**src/sv/hmf_pkg.sv**
```systemverilog
// Package with the types, codes and character tables of the HTTP/1 message framer.
`default_nettype none
package hmf_pkg;

	typedef enum logic [2:0] {
		PH_HDR  = 3'd0,
		PH_CLV  = 3'd1,
		PH_TEV  = 3'd2,
		PH_SIZE = 3'd3,
		PH_EXT  = 3'd4,
		PH_DATA = 3'd5,
		PH_TRL  = 3'd6,
		PH_BODY = 3'd7
	} phase_t;

	typedef enum logic [2:0] {
		RL_START   = 3'd0,
		RL_METHOD  = 3'd1,
		RL_SLASH   = 3'd2,
		RL_TARGET  = 3'd3,
		RL_VERSION = 3'd4,
		RL_OK      = 3'd5,
		RL_BAD     = 3'd6
	} rl_t;

	localparam logic [2:0] ERR_NONE     = 3'd0;
	localparam logic [2:0] ERR_CTRL     = 3'd1;
	localparam logic [2:0] ERR_BARE_CR  = 3'd2;
	localparam logic [2:0] ERR_REQ_LINE = 3'd3;
	localparam logic [2:0] ERR_LIMIT    = 3'd4;
	localparam logic [2:0] ERR_HEX      = 3'd5;
	localparam logic [2:0] ERR_MAX_CODE = 3'd5;

	localparam logic [1:0] SEG_HEADER  = 2'd0;
	localparam logic [1:0] SEG_CHUNK   = 2'd1;
	localparam logic [1:0] SEG_TRAILER = 2'd2;
	localparam logic [1:0] SEG_BODY    = 2'd3;

	localparam logic [7:0] CH_CR    = 8'h0D;
	localparam logic [7:0] CH_LF    = 8'h0A;
	localparam logic [7:0] CH_TAB   = 8'h09;
	localparam logic [7:0] CH_SP    = 8'h20;
	localparam logic [7:0] CH_DEL   = 8'h7F;
	localparam logic [7:0] CH_SEMI  = 8'h3B;
	localparam logic [7:0] CH_SLASH = 8'h2F;
	localparam logic [7:0] CH_C     = 8'h63;

	localparam logic [23:0] CRLFCR = 24'h0D0A0D;

	// Fields of the scanner state other than the lengths, all of fixed width.
	typedef struct packed {
		phase_t      phase;
		logic [23:0] recent;
		logic [4:0]  line_pos;
		logic [1:0]  name_flags;
		logic        chunked_seen;
		logic [2:0]  chunked_pos;
		logic [31:0] seg_count;
		rl_t         rl_state;
		logic [2:0]  sticky_err;
	} hmf_state_t;

	// One result of the framer.
	typedef struct packed {
		logic [7:0] out_byte;
		logic [1:0] segment;
		logic       segment_last;
		logic [2:0] error_code;
	} hmf_result_t;

	function automatic logic [7:0] to_lower(input logic [7:0] b);
		to_lower = (b >= 8'h41 && b <= 8'h5A) ? b + 8'd32 : b;
	endfunction

	function automatic logic is_ctrl(input logic [7:0] b);
		is_ctrl = (b == CH_DEL) ||
			(b < 8'h20 && b != CH_TAB && b != CH_LF && b != CH_CR);
	endfunction

	// Characters of "content-length:".
	function automatic logic [7:0] cl_char(input logic [4:0] pos);
		unique case (pos)
			5'd0: cl_char = "c";
			5'd1: cl_char = "o";
			5'd2: cl_char = "n";
			5'd3: cl_char = "t";
			5'd4: cl_char = "e";
			5'd5: cl_char = "n";
			5'd6: cl_char = "t";
			5'd7: cl_char = "-";
			5'd8: cl_char = "l";
			5'd9: cl_char = "e";
			5'd10: cl_char = "n";
			5'd11: cl_char = "g";
			5'd12: cl_char = "t";
			5'd13: cl_char = "h";
			5'd14: cl_char = ":";
			default: cl_char = 8'h00;
		endcase
	endfunction

	// Characters of "transfer-encoding:".
	function automatic logic [7:0] te_char(input logic [4:0] pos);
		unique case (pos)
			5'd0: te_char = "t";
			5'd1: te_char = "r";
			5'd2: te_char = "a";
			5'd3: te_char = "n";
			5'd4: te_char = "s";
			5'd5: te_char = "f";
			5'd6: te_char = "e";
			5'd7: te_char = "r";
			5'd8: te_char = "-";
			5'd9: te_char = "e";
			5'd10: te_char = "n";
			5'd11: te_char = "c";
			5'd12: te_char = "o";
			5'd13: te_char = "d";
			5'd14: te_char = "i";
			5'd15: te_char = "n";
			5'd16: te_char = "g";
			5'd17: te_char = ":";
			default: te_char = 8'h00;
		endcase
	endfunction

	// Characters of "chunked".
	function automatic logic [7:0] chunked_char(input logic [2:0] pos);
		unique case (pos)
			3'd0: chunked_char = "c";
			3'd1: chunked_char = "h";
			3'd2: chunked_char = "u";
			3'd3: chunked_char = "n";
			3'd4: chunked_char = "k";
			3'd5: chunked_char = "e";
			3'd6: chunked_char = "d";
			default: chunked_char = 8'h00;
		endcase
	endfunction

	// Characters of "HTTP/".
	function automatic logic [7:0] http_char(input logic [4:0] pos);
		unique case (pos)
			5'd0: http_char = "H";
			5'd1: http_char = "T";
			5'd2: http_char = "T";
			5'd3: http_char = "P";
			5'd4: http_char = "/";
			default: http_char = 8'h00;
		endcase
	endfunction

endpackage
`default_nettype wire

```
**src/sv/hmf_in_if.sv**
```systemverilog
// Input byte channel.
`default_nettype none
interface hmf_in_if;
	logic       valid;
	logic       ready;
	logic [7:0] in_byte;
	modport source (output valid, output in_byte, input ready);
	modport sink (input valid, input in_byte, output ready);
endinterface
`default_nettype wire

```
**src/sv/hmf_out_if.sv**
```systemverilog
// Result channel: the byte with its segment tag and error code.
`default_nettype none
interface hmf_out_if;
	logic       valid;
	logic       ready;
	logic [7:0] out_byte;
	logic [1:0] segment;
	logic       segment_last;
	logic [2:0] error_code;
	modport source (output valid, output out_byte, output segment, output segment_last,
		output error_code, input ready);
	modport sink (input valid, input out_byte, input segment, input segment_last,
		input error_code, output ready);
endinterface
`default_nettype wire

```
**src/sv/hmf_cfg_if.sv**
```systemverilog
// Configuration write channel for the segment length limit.
`default_nettype none
interface hmf_cfg_if;
	logic        valid;
	logic        ready;
	logic [31:0] max_segment_bytes;
	modport source (output valid, output max_segment_bytes, input ready);
	modport sink (input valid, input max_segment_bytes, output ready);
endinterface
`default_nettype wire

```
**src/sv/hmf_next.sv**
```systemverilog
// Next-state and result logic of the framer for one byte.
`default_nettype none
module hmf_next import hmf_pkg::*; #(
	parameter int LENGTH_BITS = 32
) (
	input  wire hmf_state_t             st,
	input  wire logic [LENGTH_BITS-1:0] body_len,
	input  wire logic [LENGTH_BITS-1:0] chunk_rem,
	input  wire logic [7:0]             b,
	input  wire logic [31:0]            max_seg,
	output hmf_state_t                  nst,
	output logic [LENGTH_BITS-1:0]      nbody_len,
	output logic [LENGTH_BITS-1:0]      nchunk_rem,
	output hmf_result_t                 res
);

	localparam int LB = LENGTH_BITS;
	localparam int WB = (LB > 32) ? LB : 32;
	localparam int TW = WB + 2;
	localparam logic [LB-1:0] LEN_MAX = {LB{1'b1}};

	hmf_state_t          n;
	hmf_state_t          fresh;
	logic [LB-1:0]       nb;
	logic [LB-1:0]       nc;
	logic [LB-1:0]       dec;
	logic [LB+3:0]       wide;
	logic [TW-1:0]       total;
	logic [3:0]          digit;
	logic [7:0]          c;
	logic [2:0]          err;
	logic [1:0]          seg;
	logic                last;
	logic                prev_cr;
	logic                end3;
	logic                skip;
	logic                done;
	logic [1:0]          flags;
	logic                max_on;

	always_comb begin
		n = st;
		nb = body_len;
		nc = chunk_rem;
		seg = SEG_HEADER;
		last = 1'b0;
		err = ERR_NONE;
		skip = 1'b0;
		done = 1'b0;
		flags = st.name_flags;
		dec = '0;
		wide = '0;
		total = '0;
		digit = '0;
		c = to_lower(b);
		prev_cr = (st.recent[7:0] == CH_CR);
		end3 = (b == CH_LF) && (st.recent == CRLFCR);
		max_on = (max_seg != 32'd0);

		// State of a new message; the sticky error is kept.
		fresh = st;
		fresh.phase = PH_HDR;
		fresh.recent = '0;
		fresh.line_pos = '0;
		fresh.name_flags = '0;
		fresh.chunked_seen = 1'b0;
		fresh.chunked_pos = '0;
		fresh.seg_count = '0;
		fresh.rl_state = RL_START;

		if (st.sticky_err != ERR_NONE) begin
			err = st.sticky_err;
		end else if (max_on && st.seg_count >= max_seg) begin
			err = ERR_LIMIT;
		end else begin
			n.recent = {st.recent[15:0], b};
			if (st.seg_count != 32'hFFFF_FFFF) begin
				n.seg_count = st.seg_count + 32'd1;
			end
			unique case (st.phase)
				PH_HDR, PH_CLV, PH_TEV: begin
					if (prev_cr && b != CH_LF) begin
						err = ERR_BARE_CR;
					end else if (is_ctrl(b)) begin
						err = ERR_CTRL;
					end else if (end3) begin
						last = 1'b1;
						if (st.rl_state != RL_OK) begin
							err = ERR_REQ_LINE;
						end else if (st.chunked_seen) begin
							n = fresh;
							n.phase = PH_SIZE;
							nb = '0;
							nc = '0;
						end else if (body_len != '0) begin
							if (max_on && WB'(body_len) > WB'(max_seg)) begin
								err = ERR_LIMIT;
							end else begin
								n = fresh;
								n.phase = PH_BODY;
								nc = '0;
							end
						end else begin
							n = fresh;
							nb = '0;
							nc = '0;
						end
					end else begin
						// Value of a matched header, then the line scan.
						if (st.phase == PH_CLV) begin
							if (st.line_pos == 5'd15 && (b == CH_SP || b == CH_TAB)) begin
								skip = 1'b1;
							end else if (b >= "0" && b <= "9") begin
								digit = 4'(b - "0");
								wide = {body_len, 3'b000} + {2'b00, body_len, 1'b0}
									+ (LB+4)'(digit);
								nb = (wide[LB+3:LB] != 4'd0) ? LEN_MAX : wide[LB-1:0];
								n.line_pos = 5'd16;
								skip = 1'b1;
							end else begin
								n.phase = PH_HDR;
							end
						end else if (st.phase == PH_TEV) begin
							if (b != CH_CR) begin
								if (st.chunked_pos < 3'd7 && c == chunked_char(st.chunked_pos)) begin
									n.chunked_pos = st.chunked_pos + 3'd1;
								end else begin
									n.chunked_pos = (c == CH_C) ? 3'd1 : 3'd0;
								end
								if (n.chunked_pos == 3'd7) begin
									n.chunked_seen = 1'b1;
									n.chunked_pos = 3'd0;
									n.phase = PH_HDR;
								end
								skip = 1'b1;
							end else begin
								n.chunked_pos = 3'd0;
								n.phase = PH_HDR;
							end
						end
						if (!skip) begin
							if (st.rl_state < RL_OK) begin
								// Shape of the request line.
								if (b == CH_CR) begin
									n.rl_state = RL_BAD;
								end else begin
									unique case (st.rl_state)
										RL_START: n.rl_state = (b == CH_SP) ? RL_BAD : RL_METHOD;
										RL_METHOD: if (b == CH_SP) n.rl_state = RL_SLASH;
										RL_SLASH: n.rl_state = (b == CH_SLASH) ? RL_TARGET : RL_BAD;
										RL_TARGET: begin
											if (b == CH_SP) begin
												n.rl_state = RL_VERSION;
												n.line_pos = 5'd0;
											end
										end
										default: begin
											if (st.line_pos < 5'd5 && b == http_char(st.line_pos)) begin
												n.line_pos = st.line_pos + 5'd1;
												if (n.line_pos == 5'd5) n.rl_state = RL_OK;
											end else begin
												n.rl_state = RL_BAD;
											end
										end
									endcase
								end
							end else if (b == CH_LF && prev_cr) begin
								n.line_pos = 5'd0;
								n.name_flags = {~n.chunked_seen, body_len == '0};
							end else begin
								// Header name match at the line start.
								if (flags != 2'd0) begin
									if (flags[0] && !(st.line_pos < 5'd15 && c == cl_char(st.line_pos)))
										flags[0] = 1'b0;
									if (flags[1] && !(st.line_pos < 5'd18 && c == te_char(st.line_pos)))
										flags[1] = 1'b0;
									if (flags[0] && st.line_pos == 5'd14) begin
										flags = 2'd0;
										n.line_pos = 5'd15;
										n.phase = PH_CLV;
										done = 1'b1;
									end else if (flags[1] && st.line_pos == 5'd17) begin
										flags = 2'd0;
										n.chunked_pos = 3'd0;
										n.phase = PH_TEV;
										done = 1'b1;
									end
								end
								n.name_flags = flags;
								if (!done && st.line_pos < 5'd31) n.line_pos = st.line_pos + 5'd1;
							end
						end
					end
				end
				PH_SIZE, PH_EXT: begin
					if (prev_cr) begin
						if (b != CH_LF) err = ERR_BARE_CR;
						else done = 1'b1;
					end else if (b == CH_CR || st.phase == PH_EXT) begin
						done = 1'b0;
					end else if (b == CH_SEMI) begin
						n.phase = PH_EXT;
					end else begin
						if (c >= "0" && c <= "9") begin
							digit = 4'(c - "0");
						end else if (c >= "a" && c <= "f") begin
							digit = 4'(c - "a" + 8'd10);
						end else begin
							err = ERR_HEX;
						end
						wide = {chunk_rem, 4'b0000} + (LB+4)'(digit);
						if (err == ERR_NONE) begin
							nc = (chunk_rem[LB-1 -: 4] != 4'd0) ? LEN_MAX : wide[LB-1:0];
						end
					end
					seg = (nc != '0) ? SEG_CHUNK : SEG_TRAILER;
					if (done) begin
						if (nc == '0) begin
							n.phase = PH_TRL;
						end else begin
							// The segment count already includes this byte.
							total = TW'(n.seg_count) + TW'(nc) + TW'(2);
							if (total > TW'(LEN_MAX)) total = TW'(LEN_MAX);
							if (max_on && total > TW'(max_seg)) begin
								err = ERR_LIMIT;
							end else begin
								nc = (nc > LEN_MAX - LB'(2)) ? LEN_MAX : nc + LB'(2);
								n.phase = PH_DATA;
							end
						end
					end
				end
				PH_DATA: begin
					seg = SEG_CHUNK;
					dec = (chunk_rem != '0) ? chunk_rem - LB'(1) : '0;
					nc = dec;
					if (dec == '0) begin
						last = 1'b1;
						n.phase = PH_SIZE;
						n.seg_count = '0;
						n.recent = '0;
					end
				end
				PH_TRL: begin
					if (prev_cr && b != CH_LF) begin
						err = ERR_BARE_CR;
					end else if (is_ctrl(b)) begin
						err = ERR_CTRL;
					end else begin
						seg = SEG_TRAILER;
						if (end3) begin
							last = 1'b1;
							n = fresh;
							nb = '0;
							nc = '0;
						end
					end
				end
				default: begin
					seg = SEG_BODY;
					dec = (body_len != '0) ? body_len - LB'(1) : '0;
					nb = dec;
					if (dec == '0) begin
						last = 1'b1;
						n = fresh;
						nc = '0;
					end
				end
			endcase
		end

		// An error freezes the scan and blanks the payload.
		if (err != ERR_NONE) begin
			nst = st;
			nst.sticky_err = err;
			nbody_len = body_len;
			nchunk_rem = chunk_rem;
			res = '{out_byte: 8'h00, segment: SEG_HEADER, segment_last: 1'b0, error_code: err};
		end else begin
			nst = n;
			nbody_len = nb;
			nchunk_rem = nc;
			res = '{out_byte: b, segment: seg, segment_last: last, error_code: ERR_NONE};
		end
	end

endmodule
`default_nettype wire

```
**src/sv/http1_message_framer_core.sv**
```systemverilog
// Top level of the HTTP/1 request stream framer.
// Usage:
// Bytes of the request stream enter on in_ch, one per transaction. Every
// accepted byte yields exactly one result on out_ch: the byte, its segment
// (header, chunk, zero chunk with trailers, or length body), a flag on the
// last byte of the segment, and an error code. After an error, every later
// result carries the same code with a zero payload until reset.
// The length limit is written on cfg_ch, which is always ready; write it only
// while no result is outstanding. Zero disables the limit.
// The result is registered at the edge that accepts the byte. Throughput is
// one byte per cycle while the receiver does not stall; the whole scanner
// state updates in a single pass through the next-state logic.
// When the receiver stalls, the result stays in the output register and in_ch
// still takes a byte in any cycle in which that register empties.
// Reset clears the scanner to the start of a header block, the limit to zero
// and drops any pending result.
`default_nettype none
module http1_message_framer_core import hmf_pkg::*; #(
	parameter int LENGTH_BITS = 32
) (
	input  wire logic clk,
	input  wire logic arst_n,
	hmf_in_if.sink    in_ch,
	hmf_out_if.source out_ch,
	hmf_cfg_if.sink   cfg_ch
);

	hmf_state_t             state_q;
	hmf_state_t             state_nxt;
	logic [LENGTH_BITS-1:0] body_len_q;
	logic [LENGTH_BITS-1:0] body_len_nxt;
	logic [LENGTH_BITS-1:0] chunk_rem_q;
	logic [LENGTH_BITS-1:0] chunk_rem_nxt;
	logic [31:0]            max_seg_q;
	hmf_result_t            res_nxt;
	hmf_result_t            res_q;
	logic                   out_valid_q;
	logic                   in_take;

	assign cfg_ch.ready = 1'b1;
	assign in_ch.ready = !out_valid_q || out_ch.ready;
	assign in_take = in_ch.valid && in_ch.ready;

	hmf_next #(.LENGTH_BITS(LENGTH_BITS)) u_next (
		.st         (state_q),
		.body_len   (body_len_q),
		.chunk_rem  (chunk_rem_q),
		.b          (in_ch.in_byte),
		.max_seg    (max_seg_q),
		.nst        (state_nxt),
		.nbody_len  (body_len_nxt),
		.nchunk_rem (chunk_rem_nxt),
		.res        (res_nxt)
	);

	// Limit register.
	always_ff @(posedge clk or negedge arst_n) begin
		if (!arst_n) begin
			max_seg_q <= '0;
		end else if (cfg_ch.valid) begin
			max_seg_q <= cfg_ch.max_segment_bytes;
		end
	end

	// Scanner state, updated once per accepted byte.
	always_ff @(posedge clk or negedge arst_n) begin
		if (!arst_n) begin
			state_q <= '{phase: PH_HDR, recent: '0, line_pos: '0, name_flags: '0,
				chunked_seen: 1'b0, chunked_pos: '0, seg_count: '0, rl_state: RL_START,
				sticky_err: ERR_NONE};
			body_len_q <= '0;
			chunk_rem_q <= '0;
		end else if (in_take) begin
			state_q <= state_nxt;
			body_len_q <= body_len_nxt;
			chunk_rem_q <= chunk_rem_nxt;
		end
	end

	// Output register valid flag.
	always_ff @(posedge clk or negedge arst_n) begin
		if (!arst_n) begin
			out_valid_q <= 1'b0;
		end else if (in_take) begin
			out_valid_q <= 1'b1;
		end else if (out_ch.ready) begin
			out_valid_q <= 1'b0;
		end
	end

	// Output payload.
	always_ff @(posedge clk) begin
		if (in_take) begin
			res_q <= res_nxt;
		end
	end

	assign out_ch.valid = out_valid_q;
	assign out_ch.out_byte = res_q.out_byte;
	assign out_ch.segment = res_q.segment;
	assign out_ch.segment_last = res_q.segment_last;
	assign out_ch.error_code = res_q.error_code;

endmodule
`default_nettype wire

```
**src/flat_wrapper.sv**
```systemverilog
// flat-port wrapper written by rule: the top's interface ports become plain ports
module http1_message_framer_core_flat import hmf_pkg::*;
#(
	parameter int LENGTH_BITS = 32
)
  (clk, arst_n, in_ch_valid, in_ch_in_byte, in_ch_ready, out_ch_valid, out_ch_out_byte, out_ch_segment, out_ch_segment_last, out_ch_error_code, out_ch_ready, cfg_ch_valid, cfg_ch_max_segment_bytes, cfg_ch_ready);
  hmf_in_if in_ch_i ();
  hmf_out_if out_ch_i ();
  hmf_cfg_if cfg_ch_i ();
  input  wire logic clk;
  input  wire logic arst_n;
  input wire logic [$bits(in_ch_i.valid)-1:0] in_ch_valid;
  input wire logic [$bits(in_ch_i.in_byte)-1:0] in_ch_in_byte;
  output wire logic [$bits(in_ch_i.ready)-1:0] in_ch_ready;
  output wire logic [$bits(out_ch_i.valid)-1:0] out_ch_valid;
  output wire logic [$bits(out_ch_i.out_byte)-1:0] out_ch_out_byte;
  output wire logic [$bits(out_ch_i.segment)-1:0] out_ch_segment;
  output wire logic [$bits(out_ch_i.segment_last)-1:0] out_ch_segment_last;
  output wire logic [$bits(out_ch_i.error_code)-1:0] out_ch_error_code;
  input wire logic [$bits(out_ch_i.ready)-1:0] out_ch_ready;
  input wire logic [$bits(cfg_ch_i.valid)-1:0] cfg_ch_valid;
  input wire logic [$bits(cfg_ch_i.max_segment_bytes)-1:0] cfg_ch_max_segment_bytes;
  output wire logic [$bits(cfg_ch_i.ready)-1:0] cfg_ch_ready;
  assign in_ch_i.valid = in_ch_valid;
  assign in_ch_i.in_byte = in_ch_in_byte;
  assign in_ch_ready = in_ch_i.ready;
  assign out_ch_valid = out_ch_i.valid;
  assign out_ch_out_byte = out_ch_i.out_byte;
  assign out_ch_segment = out_ch_i.segment;
  assign out_ch_segment_last = out_ch_i.segment_last;
  assign out_ch_error_code = out_ch_i.error_code;
  assign out_ch_i.ready = out_ch_ready;
  assign cfg_ch_i.valid = cfg_ch_valid;
  assign cfg_ch_i.max_segment_bytes = cfg_ch_max_segment_bytes;
  assign cfg_ch_ready = cfg_ch_i.ready;
  http1_message_framer_core #(.LENGTH_BITS(LENGTH_BITS)) u_core (.clk(clk), .arst_n(arst_n), .in_ch(in_ch_i), .out_ch(out_ch_i), .cfg_ch(cfg_ch_i));
endmodule
```
**config.mk**
```make
export PLATFORM = sky130hd
export DESIGN_NAME = http1_message_framer_core_flat
export DESIGN_NICKNAME = d
export VERILOG_FILES = /design/src/sv/hmf_pkg.sv /design/src/sv/hmf_in_if.sv /design/src/sv/hmf_out_if.sv /design/src/sv/hmf_cfg_if.sv /design/src/sv/hmf_next.sv /design/src/sv/http1_message_framer_core.sv /design/src/flat_wrapper.sv
export SDC_FILE = /design/constraint.sdc
export NUM_CORES = 1
export LEC_CHECK = 0
export ABC_AREA = 1
export BUFFER_PORTS_ARGS = -buffer_cell sky130_fd_sc_hd__buf_4
export CORE_MARGIN = 3
export CORE_UTILIZATION = 50
export CTS_CLUSTER_SIZE = 14
export DETAILED_ROUTE_END_ITERATION = 8
export PLACE_DENSITY = 0.71
export SETUP_SLACK_MARGIN = 0.2
export SYNTH_ARGS = -nofsm -noshare
export SYNTH_HDL_FRONTEND = slang
export SYNTH_SLANG_ARGS = --single-unit
```
**constraint.sdc**
```tcl
create_clock -name clk -period 16.8 [get_ports clk]
set_input_delay 3.36 -clock clk [delete_from_list [all_inputs] [get_ports clk]]
set_output_delay 3.36 -clock clk [all_outputs]
set_load 0.1 [all_outputs]
```
==> metrics, run 1 <==
worst hold path type reg2reg; clock period minus final worst setup slack 12950 ps; number of sinks driven by the clock tree 187; total net switching power 0.321 mW; flip-flop and latch count after synthesis 187; Wirelength per Cell 18.1 um; number of flops mapped to enable cells by yosys 14; dominant cell type by area after synthesis sky130_fd_sc_hd__dfrtp_1; overall die area 45100 um^2; dominant cells by area after synthesis sky130_fd_sc_hd__dfrtp_1 (20%), sky130_fd_sc_hd__ha_1 (15%), sky130_fd_sc_hd__nand2_1 (14%); required arrival time at the worst endpoint 17200 ps; kind of start point of the critical path primary input; most frequent CP cell sky130_fd_sc_hd__nand2_1; power density normalized to cell area 46.6 nW/um^2; final-report setup violation count 0; share of power burned in registers 44.2%; Post-Route WL 69100 um; Gates resized, CTS repair 0; Core Rows 74; maximum vdd drop 0.0867 mV; maximum clock frequency 0.0772 GHz; total of hold buffers inserted after clock tree synthesis 0; commonest cells after routing, fill and taps aside sky130_fd_sc_hd__nand2_1 (815), sky130_fd_sc_hd__inv_1 (377), sky130_fd_sc_hd__nor2_1 (347), sky130_fd_sc_hd__ha_1 (247), sky130_fd_sc_hd__nand3_1 (202); clock root buffer master sky130_fd_sc_hd__clkbuf_16; critical path's slowest cell sky130_fd_sc_hd__nand3_2; RSZ-0062 raised after global routing no; # nets final 3562; Core Area 41500 um^2; share of flip-flops with an asynchronous set or reset 92.5%; input/output buffers 60; actual slew at the worst max-slew pin 1190 ps; detailed-placement wirelength estimate 54400 um; ports placed on the boundary 62; remaining routing DRC violations 0; Placed Cells 3780; number of detailed-routing iterations run before antenna repair 8; end of the critical path u_core.state_q[26]; clock tree from TritonCTS done; setup repair bufs after CTS 0; clock insertion delay at the later pin of the skew report 510 ps; Clock Path Buffers 2; cts bufs inserted 17; die span in y 212 um; number of different library cells in the post-synthesis netlist 63; Critical R2R Launch u_core.state_q[7]; Cell Count, Final, Fillers Out 3811; number of antenna violations at the first check in global routing 0; total negative slack 0 ps; register area share after synthesis 22.3%; count of vias placed by the detailed router 22500; drt initial violations 2065; share of power burned in combinational logic 13.6%; growth of design area from synthesis to finish 6.52%; Max transition margin 20.3%; setup slack, reg-to-reg 6370 ps; synthesis warning total 0; endpoint of the worst-slack reg-to-reg timing path u_core.state_q[26]; Max-cap violations 0; switching share of power 30.3%; flip-flop cell with the highest count after synthesis sky130_fd_sc_hd__dfrtp_1; commonest non-fill, non-tap cell in the layout sky130_fd_sc_hd__nand2_1; GR Overflow Total 0; Slowest Stage Delay on Critical Path 870 ps; Crit Path Max Fanout 50; global-route wire length before repair 111000 um; origin of the worst setup path in_ch_in_byte[0]; clk_skew 12.3 ps; fraction of power consumed by the clock network 42.3%; Avg Cell Area, Syn 6.53 um^2; starting utilization of the core area 51.4%; leakage dissipation 11.8 nW; Antenna Violating Nets Remaining 0; Die Wd 212 um; Worst-path clk slew 80 ps; Int Power 0.737 mW; instance count of the mapped netlist 3262; total routing usage reported by global routing 30.7%; class of the most critical setup path in2reg; Antenna Cells 0; data arrival time of the critical path 13350 ps; number of nets in the synthesized netlist 3557; result of the run complete, no violations; maximum number of pins on one net before global-route repair 65; fin crit share 77.1%; via-per-instance ratio 5.91; Hold Violations, Final 0; GPL Wtd Cong 0.952; share of cells above drive strength 1 5.06%; number of max-slew violations in the final report 0; area share of the largest cell type after synthesis 20.3%; number of cells on the worst reg-to-reg path 43; number of H-tree levels 4; number of global-route vias before repair 21100; mapped cell area 21300 um^2; type of element capturing the critical path flip-flop
per-layer routing:
metal / wire length (um) / part of all wire, % / track usage [%]
met4: 2190 / 3.2 / 11.6
met1: 30900 / 45 / 42.7
met3: 5290 / 7.7 / 4.68
met5: 0 / 0 / 0
met2: 30800 / 44 / 48.5
power groups by stage:
stage | sequential (mW) | clock (mW) | combinational (mW)
after CTS | 0.467 | 0.456 | 0.142
after floorplan | 0.487 | 0 | 0.0790
after global placement | 0.476 | 0 | 0.138
after detailed placement | 0.476 | 0 | 0.142
final | 0.467 | 0.447 | 0.143
after global routing | 0.468 | 0.471 | 0.159
critical path: cells and delay by family:
kind,cells,cell delay (ps)
xor+xnor,1,140
simple gates,27,4900
fa+ha+maj,5,1410
compound gates,12,2770
buf+inv,5,720
registers in the layout (all words and copies together) (netlist names):
| register | count |
|---|---|
| u_core.out_ch.error_code | 3 |
| u_core.state_q | 76 |
| u_core.out_ch.segment_last | 1 |
| u_core.body_len_q | 32 |
| u_core.out_ch.valid | 1 |
| u_core.out_ch.segment | 2 |
| u_core.out_ch.out_byte | 8 |
| u_core.chunk_rem_q | 32 |
| u_core.max_seg_q | 32 |
stage by stage:
step | hold slack (ps) | cell area, um^2 | power (mW) | util (%) | worst slack, ps
floorplan | 449 | 21300 | 0.566 | - | 5840
finish | 495 | 22700 | 1.06 | 54.7 | 3850
detailed placement | 472 | 22100 | 0.618 | 53.3 | 3480
global placement | 463 | 22100 | 0.614 | 53.3 | 3830
global route | 520 | 22700 | 1.10 | 54.7 | 2770
CTS | 493 | 22700 | 1.07 | 54.7 | 4040
final cells by class:
class                           instances  area [um^2]
Clock buffer                           19          454
Clock inverter                         12          151
Fill cell                            4197        18800
Inverter                              392         1470
Multi-Input combinational cell       2598        14700
Sequential cell                       187         4750
Tap cell                              532          666
Timing Repair Buffer                   71          537
cells by family (layout without fill, tap and decap cells):
family                     count (synthesis)  count (layout)  synth area share (%)
DFF                                      187             187                  22.3
other                                      1               1                0.0176
and+or+nand+nor                         1607            1607                  32.5
buffers and inverters                    477             494                  8.94
xor gates and xnor gates                 127             127                  5.22
adders and majority gates                250             250                  14.8
muxes                                      2               2                0.0998
AOI/OAI and AO/OA                        611             611                  16.2
worst min path at each step:
stage / from / endpoint / slack, ps / depth (start not counted)
global route: u_core.state_q[72] / u_core.state_q[72] / 520 / 2
global placement: u_core.state_q[70] / u_core.state_q[70] / 460 / 2
CTS: u_core.state_q[72] / u_core.state_q[72] / 490 / 2
detailed placement: u_core.state_q[72] / u_core.state_q[72] / 470 / 2
floorplan: u_core.state_q[70] / u_core.state_q[70] / 450 / 2
finish: u_core.state_q[70] / u_core.state_q[70] / 490 / 2
synthesized netlist by cell type, types with 3 or more instances:
| cell | instances |
|---|---|
| sky130_fd_sc_hd__nor3_2 | 4 |
| sky130_fd_sc_hd__nor4_1 | 44 |
| sky130_fd_sc_hd__a211oi_1 | 12 |
| sky130_fd_sc_hd__inv_1 | 377 |
| sky130_fd_sc_hd__nor2_1 | 349 |
| sky130_fd_sc_hd__o21bai_1 | 12 |
| sky130_fd_sc_hd__xor2_1 | 104 |
| sky130_fd_sc_hd__nor2_2 | 9 |
| sky130_fd_sc_hd__buf_2 | 23 |
| sky130_fd_sc_hd__o211ai_1 | 18 |
| sky130_fd_sc_hd__nand3_2 | 5 |
| sky130_fd_sc_hd__buf_4 | 13 |
| sky130_fd_sc_hd__inv_2 | 11 |
| sky130_fd_sc_hd__o22ai_1 | 8 |
| sky130_fd_sc_hd__nand3b_1 | 6 |
| sky130_fd_sc_hd__o31ai_1 | 4 |
| sky130_fd_sc_hd__a21boi_0 | 18 |
| sky130_fd_sc_hd__fa_1 | 3 |
| sky130_fd_sc_hd__buf_6 | 5 |
| sky130_fd_sc_hd__a21oi_1 | 199 |
| sky130_fd_sc_hd__a22oi_1 | 8 |
| sky130_fd_sc_hd__nand2_1 | 815 |
| sky130_fd_sc_hd__dfrtp_1 | 173 |
| sky130_fd_sc_hd__o21ai_0 | 187 |
| sky130_fd_sc_hd__o21a_1 | 20 |
| sky130_fd_sc_hd__ha_1 | 247 |
| sky130_fd_sc_hd__a31oi_1 | 19 |
| sky130_fd_sc_hd__nor3b_1 | 5 |
| sky130_fd_sc_hd__nor3_1 | 60 |
| sky130_fd_sc_hd__nand2_2 | 9 |
| sky130_fd_sc_hd__o21ai_1 | 75 |
| sky130_fd_sc_hd__nand3_1 | 203 |
| sky130_fd_sc_hd__edfxtp_1 | 14 |
| sky130_fd_sc_hd__a221oi_1 | 5 |
| sky130_fd_sc_hd__or2_2 | 10 |
| sky130_fd_sc_hd__o221ai_1 | 7 |
| sky130_fd_sc_hd__xnor2_1 | 23 |
| sky130_fd_sc_hd__nand4_1 | 74 |
| sky130_fd_sc_hd__clkinv_1 | 4 |
| sky130_fd_sc_hd__a21o_1 | 7 |
| sky130_fd_sc_hd__clkbuf_1 | 42 |
| sky130_fd_sc_hd__o2111ai_1 | 4 |
Power figures use the tool's default switching activity.
==> run 2, diff against run 1 <==
--- a/config.mk
+++ b/config.mk
@@ -5,7 +5,7 @@
 export SDC_FILE = /design/constraint.sdc
 export NUM_CORES = 1
 export LEC_CHECK = 0
-export ABC_AREA = 1
+export ABC_AREA = 0
 export BUFFER_PORTS_ARGS = -buffer_cell sky130_fd_sc_hd__buf_4
 export CORE_MARGIN = 3
 export CORE_UTILIZATION = 50
==> constraint.sdc (replaced) <==
create_clock -name clk -period 13.42 [get_ports clk]
set_input_delay 2.684 -clock clk [delete_from_list [all_inputs] [get_ports clk]]
set_output_delay 2.684 -clock clk [all_outputs]
set_load 0.1 [all_outputs]
==> metrics, run 2 <==
result of the run complete, no violations; Crit Path Max Fanout 32 (-36%); number of H-tree levels 4 (unchanged); flip-flop and latch count after synthesis 187 (unchanged); starting utilization of the core area 50.7% (-0.65 points); number of sinks driven by the clock tree 187 (unchanged); share of flip-flops with an asynchronous set or reset 92.5% (unchanged); global-route wire length before repair 119000 um (+7.0%); maximum vdd drop 0.136 mV (+57%); required arrival time at the worst endpoint 13850 ps (-3350 ps); GR Overflow Total 0 (unchanged); Core Area 42000 um^2 (+1.4%); clock tree from TritonCTS done; grt met1 use 46.4% (+3.7 points); number of antenna violations at the first check in global routing 0 (unchanged); Wirelength per Cell 22.8 um (+26%); die span in y 213 um (about the same); type of element capturing the critical path flip-flop; GRT met2 Usage 51.3% (+2.8 points); number of flops mapped to enable cells by yosys 14 (unchanged); mapped cell area 21300 um^2 (about the same); class of the most critical setup path in2reg; Hold WS 502 ps (+7.07 ps); number of max-slew violations in the final report 0 (unchanged); setup slack, reg-to-reg 3140 ps (-3230 ps); register area share after synthesis 22.3% (about the same); maximum clock frequency 0.0804 GHz; flip-flop count of the largest register, all copies and words added 76 (unchanged); share of cells above drive strength 1 6.79% (+1.7 points); final-report setup violation count 0 (unchanged); instance count of the mapped netlist 2798 (-14%); register with the most flip-flops u_core.state_q; critical path's slowest cell sky130_fd_sc_hd__a2111oi_0; GPL Wtd Cong 0.973 (+2.1%); overall die area 45200 um^2 (about the same); clk_skew 10.9 ps (-1.35 ps); clock root buffer master sky130_fd_sc_hd__clkbuf_16; worst hold path type reg2reg; number of nets in the synthesized netlist 3093 (-13%); leakage dissipation 10.5 nW (-11%); Avg Cell Area, Syn 7.62 um^2 (+17%); commonest non-fill, non-tap cell in the layout sky130_fd_sc_hd__o21ai_0; number of global-route vias before repair 21000 (-0.31%); Post-Route WL 75600 um (+9.3%); number of different library cells in the post-synthesis netlist 89 (+41%); total routing usage reported by global routing 33.1% (+2.4 points); data arrival time of the critical path 12880 ps (-470 ps); dominant cell type by area after synthesis sky130_fd_sc_hd__dfrtp_1; dominant cell by count in the synthesized netlist sky130_fd_sc_hd__o21ai_0; number of detailed-routing iterations run before antenna repair 8 (unchanged); cts bufs inserted 17 (unchanged); fin crit share 92.7%; synthesis warning total 0 (unchanged); # nets final 3052 (-14%); fraction of met3 tracks used by global routing 4.69% (+0.015 points); Worst-path clk slew 80 ps (about the same); Core Rows 75 (+1.4%); Clock Path Buffers 2 (unchanged); Max transition margin 17.4% (-2.8 points); flip-flop cell with the highest count after synthesis sky130_fd_sc_hd__dfrtp_1; growth of design area from synthesis to finish 6.78%; area share of the largest cell type after synthesis 20.3% (about the same); Hold Violations, Final 0 (unchanged); # fillers 3970 (-5.4%); via-per-instance ratio 6.84 (+16%); maximum number of pins on one net before global-route repair 72 (+11%); input/output buffers 60 (unchanged); most congested layer reported by global routing met2; Max-cap violations 0 (unchanged); detailed-placement wirelength estimate 56700 um (+4.3%); power density normalized to cell area 92.0 nW/um^2 (+97%); commonest cells after routing, fill and taps aside sky130_fd_sc_hd__o21ai_0 (273), sky130_fd_sc_hd__nand2_1 (260), sky130_fd_sc_hd__ha_1 (247), sky130_fd_sc_hd__nor2_1 (246), sky130_fd_sc_hd__dfrtp_1 (173); total of hold buffers inserted after clock tree synthesis 0 (unchanged); Slowest Stage Delay on Critical Path 680 ps (-190 ps); actual slew at the worst max-slew pin 1230 ps (+42.6 ps); ports placed on the boundary 62 (unchanged); dominant cells by area after synthesis sky130_fd_sc_hd__dfrtp_1 (20%), sky130_fd_sc_hd__ha_1 (14%), sky130_fd_sc_hd__o21ai_0 (6.5%); remaining routing DRC violations 0 (unchanged); Antenna Violating Nets Remaining 0 (unchanged); most frequent cells after synthesis sky130_fd_sc_hd__o21ai_0 (275), sky130_fd_sc_hd__nand2_1 (260), sky130_fd_sc_hd__nor2_1 (248); kind of start point of the critical path primary input; total negative slack 0 ps (unchanged); RSZ-0062 raised after global routing no; Die Wd 213 um (about the same); clock insertion delay at the later pin of the skew report 500 ps (about the same); drt initial violations 2495 (+21%); count of vias placed by the detailed router 22600 (+0.53%); clock period minus final worst setup slack 12440 ps
## run 2: cell types whose count changed after synthesis, moves of 37 or more
cell / change
sky130_fd_sc_hd__nand2_1: -555
sky130_fd_sc_hd__inv_1: -270
sky130_fd_sc_hd__nand3_1: -108
sky130_fd_sc_hd__nor2_1: -101
sky130_fd_sc_hd__clkbuf_1: +100
sky130_fd_sc_hd__o21ai_0: +88
sky130_fd_sc_hd__xor2_1: -75
sky130_fd_sc_hd__o21ai_1: -72
sky130_fd_sc_hd__xnor2_1: +52
sky130_fd_sc_hd__a21oi_1: -51
sky130_fd_sc_hd__a22o_1: +48
sky130_fd_sc_hd__a21o_1: +42
sky130_fd_sc_hd__and3_1: +38
sky130_fd_sc_hd__nor3_1: +37
## run 2: final timing paths
| check | startpoint | to | cells after the start |
|---|---|---|---|
| worst max-delay path | in_ch_in_byte[1] | u_core.chunk_rem_q[21] | 39 |
| worst min-delay path | u_core.state_q[52] | u_core.state_q[52] | 2 |
| worst max register to register | u_core.chunk_rem_q[29] | u_core.chunk_rem_q[21] | 37 |
| worst min register to register | u_core.state_q[52] | u_core.state_q[52] | 2 |
| max in group asynchronous | arst_n | u_core.body_len_q[23] | 2 |
| min in group asynchronous | arst_n | u_core.chunk_rem_q[22] | 1 |
## run 2: cells by family after synthesis
| family | after synthesis | share of synthesized area (%) |
|---|---|---|
| adder cells (fa/ha/maj) | 250 | 14.8 |
| AO/OA/AOI/OAI | 855 | 26.2 |
| XOR/XNOR | 104 | 4.27 |
| flip-flops | 187 | 22.3 |
| buffers and inverters | 274 | 5.01 |
| AND/OR/NAND/NOR | 1106 | 26.4 |
| multiplexers | 21 | 1.10 |
| other | 1 | 0.0176 |
## run 2: power breakdown
group	internal (mW)	total, mW	switching (mW)
combinational	0.322	0.827	0.505
clock	0.262	0.531	0.269
sequential	0.633	0.737	0.103
total	1.22	2.09	0.877
## run 2: critical path, delay by kind of cell
family	cells	cell delay (ps)
adders and majority gates	5	1350
buffers and inverters	6	1080
AOI/OAI and AO/OA	18	5360
and+or+nand+nor	10	2360
## run 2: layer usage
layer	up-vias	wire, um
met5	-	0
met1	10900	32800
li1	10400	-
met2	1124	33800
met3	183	5900
met4	0	3100
## run 2: cell type report
type | count | area [um^2] | share of cell area, %
antenna | 1 | 2.50 | 0.0110
tap | 539 | 674 | 2.96
multi-input combinational | 2337 | 15600 | 68.3
clock inverter | 15 | 160 | 0.703
inverter | 110 | 413 | 1.81
timing repair buffer | 104 | 785 | 3.45
clock buffer | 17 | 425 | 1.87
sequential | 187 | 4750 | 20.9
## run 2: what timing repair did
item | 4_1_cts | 5_1_grt
hold endpoints to repair | 0 | 0
setup endpoints to repair | 0 | 95
setup buffers | 0 | 2
resized for setup | 0 | 3
## run 2: metrics by stage
stage / instances / worst slack (ps) / power, mW / util, % / cell area [um^2]
CTS: 3307 / 568 / 2.09 / 54.1 / 22700
detailed placement: 3275 / 113 / 1.55 / 52.7 / 22200
floorplan: 2798 / 1280 / 1.32 / - / 21300
global route: 3309 / 365 / 2.22 / 54.2 / 22800
global placement: 3275 / 449 / 1.54 / 52.7 / 22200
finish: 3310 / 979 / 2.09 / 54.2 / 22800
